--- config.mk ---
export PLATFORM = sky130hd
export DESIGN_NAME = ccpp_sqrt
export DESIGN_NICKNAME = d
export VERILOG_FILES = /design/src/curved_capsule_point_projection_defines.svh /design/src/ccpp_sqrt.sv
export SDC_FILE = /design/constraint.sdc
export NUM_CORES = 2
export LEC_CHECK = 0
export BUFFER_PORTS_ARGS = -buffer_cell sky130_fd_sc_hd__buf_2
export CORE_MARGIN = 4
export CORE_UTILIZATION = 40
export CTS_BUF_LIST = sky130_fd_sc_hd__clkbuf_16
export DETAILED_ROUTE_END_ITERATION = 6
export GPL_ROUTABILITY_DRIVEN = 0
export GPL_TIMING_DRIVEN = 0
export SETUP_SLACK_MARGIN = 0.05
export SLEW_MARGIN = 20
export SYNTH_ARGS = -nofsm -noshare
export SYNTH_HDL_FRONTEND = slang
export SYNTH_SLANG_ARGS = --single-unit
--- constraint.sdc ---
create_clock -name clk_i -period 6.05 [get_ports clk_i]
set_input_delay 1.21 -clock clk_i [delete_from_list [all_inputs] [get_ports clk_i]]
set_output_delay 1.21 -clock clk_i [all_outputs]
set_load 0.005 [all_outputs]
--- src/curved_capsule_point_projection_defines.svh ---
// Assertion macros for the bent-tube point projection block.
// Used by the top level only; expects clk_i and rst_ni in scope.
`ifndef CURVED_CAPSULE_POINT_PROJECTION_DEFINES_SVH
`define CURVED_CAPSULE_POINT_PROJECTION_DEFINES_SVH

// Same-cycle implication, disabled during reset.
`define CCPP_ASSERT_IMPLIES(lbl, ante, cons, msg) \
  lbl: assert property (@(posedge clk_i) disable iff (!rst_ni) (ante) |-> (cons)) \
    else $error(msg);

// Next-cycle implication, disabled during reset.
`define CCPP_ASSERT_NEXT(lbl, ante, cons, msg) \
  lbl: assert property (@(posedge clk_i) disable iff (!rst_ni) (ante) |=> (cons)) \
    else $error(msg);

`endif

--- src/ccpp_sqrt.sv ---
// Pipelined integer square root, one result bit per stage, with sideband.
// Standalone; uses no package.
`default_nettype none

module ccpp_sqrt #(
  parameter int unsigned IW  = 68,
  parameter int unsigned SBW = 1
) (
  input  logic              clk_i,
  input  logic              rst_ni,
  input  logic              en_i,
  input  logic              vld_i,
  input  logic [IW-1:0]     rad_i,
  input  logic [SBW-1:0]    sb_i,
  output logic              vld_o,
  output logic [IW/2-1:0]   root_o,
  output logic [SBW-1:0]    sb_o
);

  localparam int unsigned RW = IW / 2;

  logic [RW-1:0]  vld_q, vld_d;
  logic [IW-1:0]  rad_q  [RW];
  logic [IW-1:0]  rad_d  [RW];
  logic [RW:0]    rem_q  [RW];
  logic [RW:0]    rem_d  [RW];
  logic [RW-1:0]  root_q [RW];
  logic [RW-1:0]  root_d [RW];
  logic [SBW-1:0] sb_q   [RW];
  logic [SBW-1:0] sb_d   [RW];

  // One restoring step: bring down two radicand bits, try root*4+1.
  function automatic void sqrt_step(
    input  logic [IW-1:0] rad,
    input  logic [RW:0]   rem,
    input  logic [RW-1:0] root,
    output logic [IW-1:0] rad_n,
    output logic [RW:0]   rem_n,
    output logic [RW-1:0] root_n
  );
    logic [RW+2:0] part;
    logic [RW+2:0] trial;
    logic [RW+2:0] diff;
    logic          ge;
    part   = {rem, rad[IW-1 -: 2]};
    trial  = {1'b0, root, 2'b01};
    diff   = part - trial;
    ge     = (part >= trial);
    rem_n  = ge ? diff[RW:0] : part[RW:0];
    root_n = {root[RW-2:0], ge};
    rad_n  = rad << 2;
  endfunction

  always_comb begin
    vld_d[0] = vld_i;
    sb_d[0]  = sb_i;
    sqrt_step(rad_i, '0, '0, rad_d[0], rem_d[0], root_d[0]);
    for (int k = 1; k < RW; k++) begin
      vld_d[k] = vld_q[k-1];
      sb_d[k]  = sb_q[k-1];
      sqrt_step(rad_q[k-1], rem_q[k-1], root_q[k-1], rad_d[k], rem_d[k], root_d[k]);
    end
  end

  always_ff @(posedge clk_i or negedge rst_ni) begin
    if (!rst_ni) begin
      vld_q <= '0;
    end else if (en_i) begin
      vld_q <= vld_d;
    end
  end

  always_ff @(posedge clk_i) begin
    if (en_i) begin
      rad_q  <= rad_d;
      rem_q  <= rem_d;
      root_q <= root_d;
      sb_q   <= sb_d;
    end
  end

  assign vld_o  = vld_q[RW-1];
  assign root_o = root_q[RW-1];
  assign sb_o   = sb_q[RW-1];

endmodule

`default_nettype wire

==> impl_metrics.ini <==
[floorplan]
core_area_um2 = 334000
die_w_um = 588
ios = 109
initial_utilization = 0.402
die_h_um = 588
rows = 212
die_area_um2 = 345000

[global_routing]
grt_max_degree = 151
grt_pass1_vias = 81400
gr-total-overflow = 0
grt_usage = 0.152
grt_antenna_before_repair = 5
grt_pass1_wl_um = 433000

[power]
internal_power_mw = 41.5
netSwitchingPower_mw = 16.4
p_seq_frac = 0.465
p_comb_frac = 0.204
finalPower_mw = 57.9
p_leak_nw = 57.4
powerDensity_nw_per_um2 = 382
ir_drop_v = 0.000259
swShare = 0.283
clkPwrFrac = 0.331

[setup_path]
path_cells = inv_1, ha_1, a21o_1, a211oi_1, nor3b_1, a21oi_1, a311o_1, a41oi_1, nor4b_1, clkbuf_1, clkbuf_1, o21ai_0
crit_slowest_cell = nor4b_1
worstPathArrival_ns = 5.91
critPathBufInv = 3
path_delay_family = compound AO/OA/AOI/OAI gates
end_kind = register
crit_type = register to register
critPathRequiredTime_ns = 6.66
startpoint_type = register
path_common_cell = clkbuf_1
crit_path_max_incr_delay_ns = 0.98
critPathMaxFanout = 10

[outcome]
violations = DRC
outcome = finished, violations left

[synth]
synth-edff-count = 2853
yosysWarnings = 0
syn-cell-area_um2 = 134000
syn_inst = 10400
synth_seq_cells = 2887
async_flop_share = 0.0118
yosysSeqAreaShare = 0.644
synth.distinct_cells = 93
synth_fp_nets = 11100
syn_area_per_cell_um2 = 12.9
synth_flop_cell = edfxtp_1

[clock_network]
clk_pin_slew_ns = 0.06
cts_tree = done
cts_buffers = 322
postCtsSetupBuffers = 0
cts_buffer_depth = 4
root_buffer = clkbuf_16
insertion_delay_ns = 0.91
cts_htree_levels = 5
cts_hold_buf = 0
clkSinkCount = 2887
post_cts_resize_count = 0

[detailed_routing]
ant_nets = 0
dr.pass1.iters = 7
initialDrtViolationCount = 6958
drt-wirelength-per-cell_um = 17.6
drt-vias-per-instance = 5.32
drt-total-wl_um = 274000
drc = 9
dr_total_vias = 82500

[final_layout]
mostFrequentLayoutCell = edfxtp_1
final_util = 0.454
nets = 11600
fillers = 29300
most-common-layout-cells = edfxtp_1 (2,853), inv_1 (875), nand2_1 (755)
post_route_cells_drive_above_1_share = 0.0729
stdcell_area_um2 = 152000
synthToLayoutAreaGrowth_pct = 12.8
regArea_um2 = 86500
multi_input_area_um2 = 43900

[min_path]
hp-class = primary input to asynchronous set/reset pin

[placement]
hpwlAfterDp_um = 197000
numPortBuffers = 108
dpl_cell_area_um2 = 141000

[sta]
slew_violations = 0
worst_pin_slew_ns = 1.18
skew_ns = 0.0856
fin_crit_sh = 0.875
setup_viol = 0
fmax_mhz = 189
hold_viol = 0
period_minus_slack_ns = 5.29
rsz0062_at_grt = false
finalSetupTns_ns = 0
relSlewSlack = 0.200

[flow_run]
drv_cap = 0
==> layout make-up <==
type / count / area share
inverters: 821 / 0.0203
diodes: 2 / 0.0000330
clock buffers: 328 / 0.0542
clock inverters: 260 / 0.0148
plain buffers: 216 / 0.00550
repair buffers: 131 / 0.00771
flip-flops and latches: 2887 / 0.571
multi-input cells: 6481 / 0.290
well taps: 4387 / 0.0362
==> path summary, 6_finish.rpt <==
kind / slack, ns / end / cells after the start / startpoint
min in group clk_i: 0.37 / rad_d[1747]$_DFFE_PP_ / 0 / rad_d[1813]$_DFFE_PP_
max in group asynchronous: 5.21 / vld_q[33]$_DFFE_PN0P_ / 1 / rst_ni
worst max-delay path: 0.76 / rem_q[101]$_DFFE_PP_ / 12 / root_d[77]$_DFFE_PP_
worst min-delay path: 0.37 / vld_q[26]$_DFFE_PN0P_ / 1 / rst_ni
worst min register to register: 0.37 / rad_d[1747]$_DFFE_PP_ / 0 / rad_d[1813]$_DFFE_PP_
worst max register to register: 0.76 / rem_q[101]$_DFFE_PP_ / 12 / root_d[77]$_DFFE_PP_
==> through the flow <==
stage / setup WS (ns) / cells / hold WS, ns
global placement: -41.04 / 14900 / 0.400
detailed placement: 0.951 / 14900 / 0.405
CTS: 0.919 / 15500 / 0.270
finish: 0.756 / 15500 / 0.367
global route: 0.603 / 15500 / 0.353
floorplan: 2.66 / 10400 / 0.400
==> power groups by stage <==
| stage | Clock [mW] | Combinational, mW | Sequential (mW) |
|---|---|---|---|
| 5_1_grt | 20.8 | 13.1 | 27.1 |
| 3_3_place_gp | 0 | 11.1 | 29.0 |
| 6_report | 19.2 | 11.8 | 26.9 |
| 2_1_floorplan | 0 | 8.69 | 26.6 |
| 4_1_cts | 19.9 | 11.6 | 26.9 |
| 3_5_place_dp | 0 | 11.6 | 27.3 |
==> state kept, by name, indices dropped and copies added (netlist names) <==
name and count:
sb_o 1, sb_d 33, root_o 34, vld_q 34
root_d 561, rad_d 1056, rem_q 1102, rad_q 66
==> cell families after synthesis <==
| group | share of synthesized area |
|---|---|
| xor+xnor | 0.0595 |
| mux | 0.00858 |
| buf+inv | 0.0291 |
| compound gates | 0.0986 |
| fa+ha+maj | 0.0588 |
| flops | 0.644 |
| simple gates | 0.101 |
| other cells | 0.0000279 |
==> per-layer routing <==
layer  routed length, µm  vias up  global-route usage
met5                  36        -                   0
met4               11000        6              0.0631
met3               15800      675              0.0247
met2              130000     2529               0.255
met1              117000    39700               0.196
li1                    -    39600                   -
==> cells in the mapped netlist (185+ instances only) <==
master | instances | area share
edfxtp_1 | 2853 | 0.64
inv_1 | 818 | 0.023
nand2_1 | 755 | 0.021
ha_1 | 631 | 0.059
o21ai_0 | 596 | 0.022
a21oi_1 | 589 | 0.022
nor2_1 | 559 | 0.016
xor2_1 | 469 | 0.031
xnor2_1 | 444 | 0.029
nor3_1 | 261 | 0.0097
a21o_1 | 249 | 0.014
nand3_1 | 190 | 0.0071
clkbuf_1 | 185 | 0.0052
No activity file was read; power rests on OpenSTA's default activity.
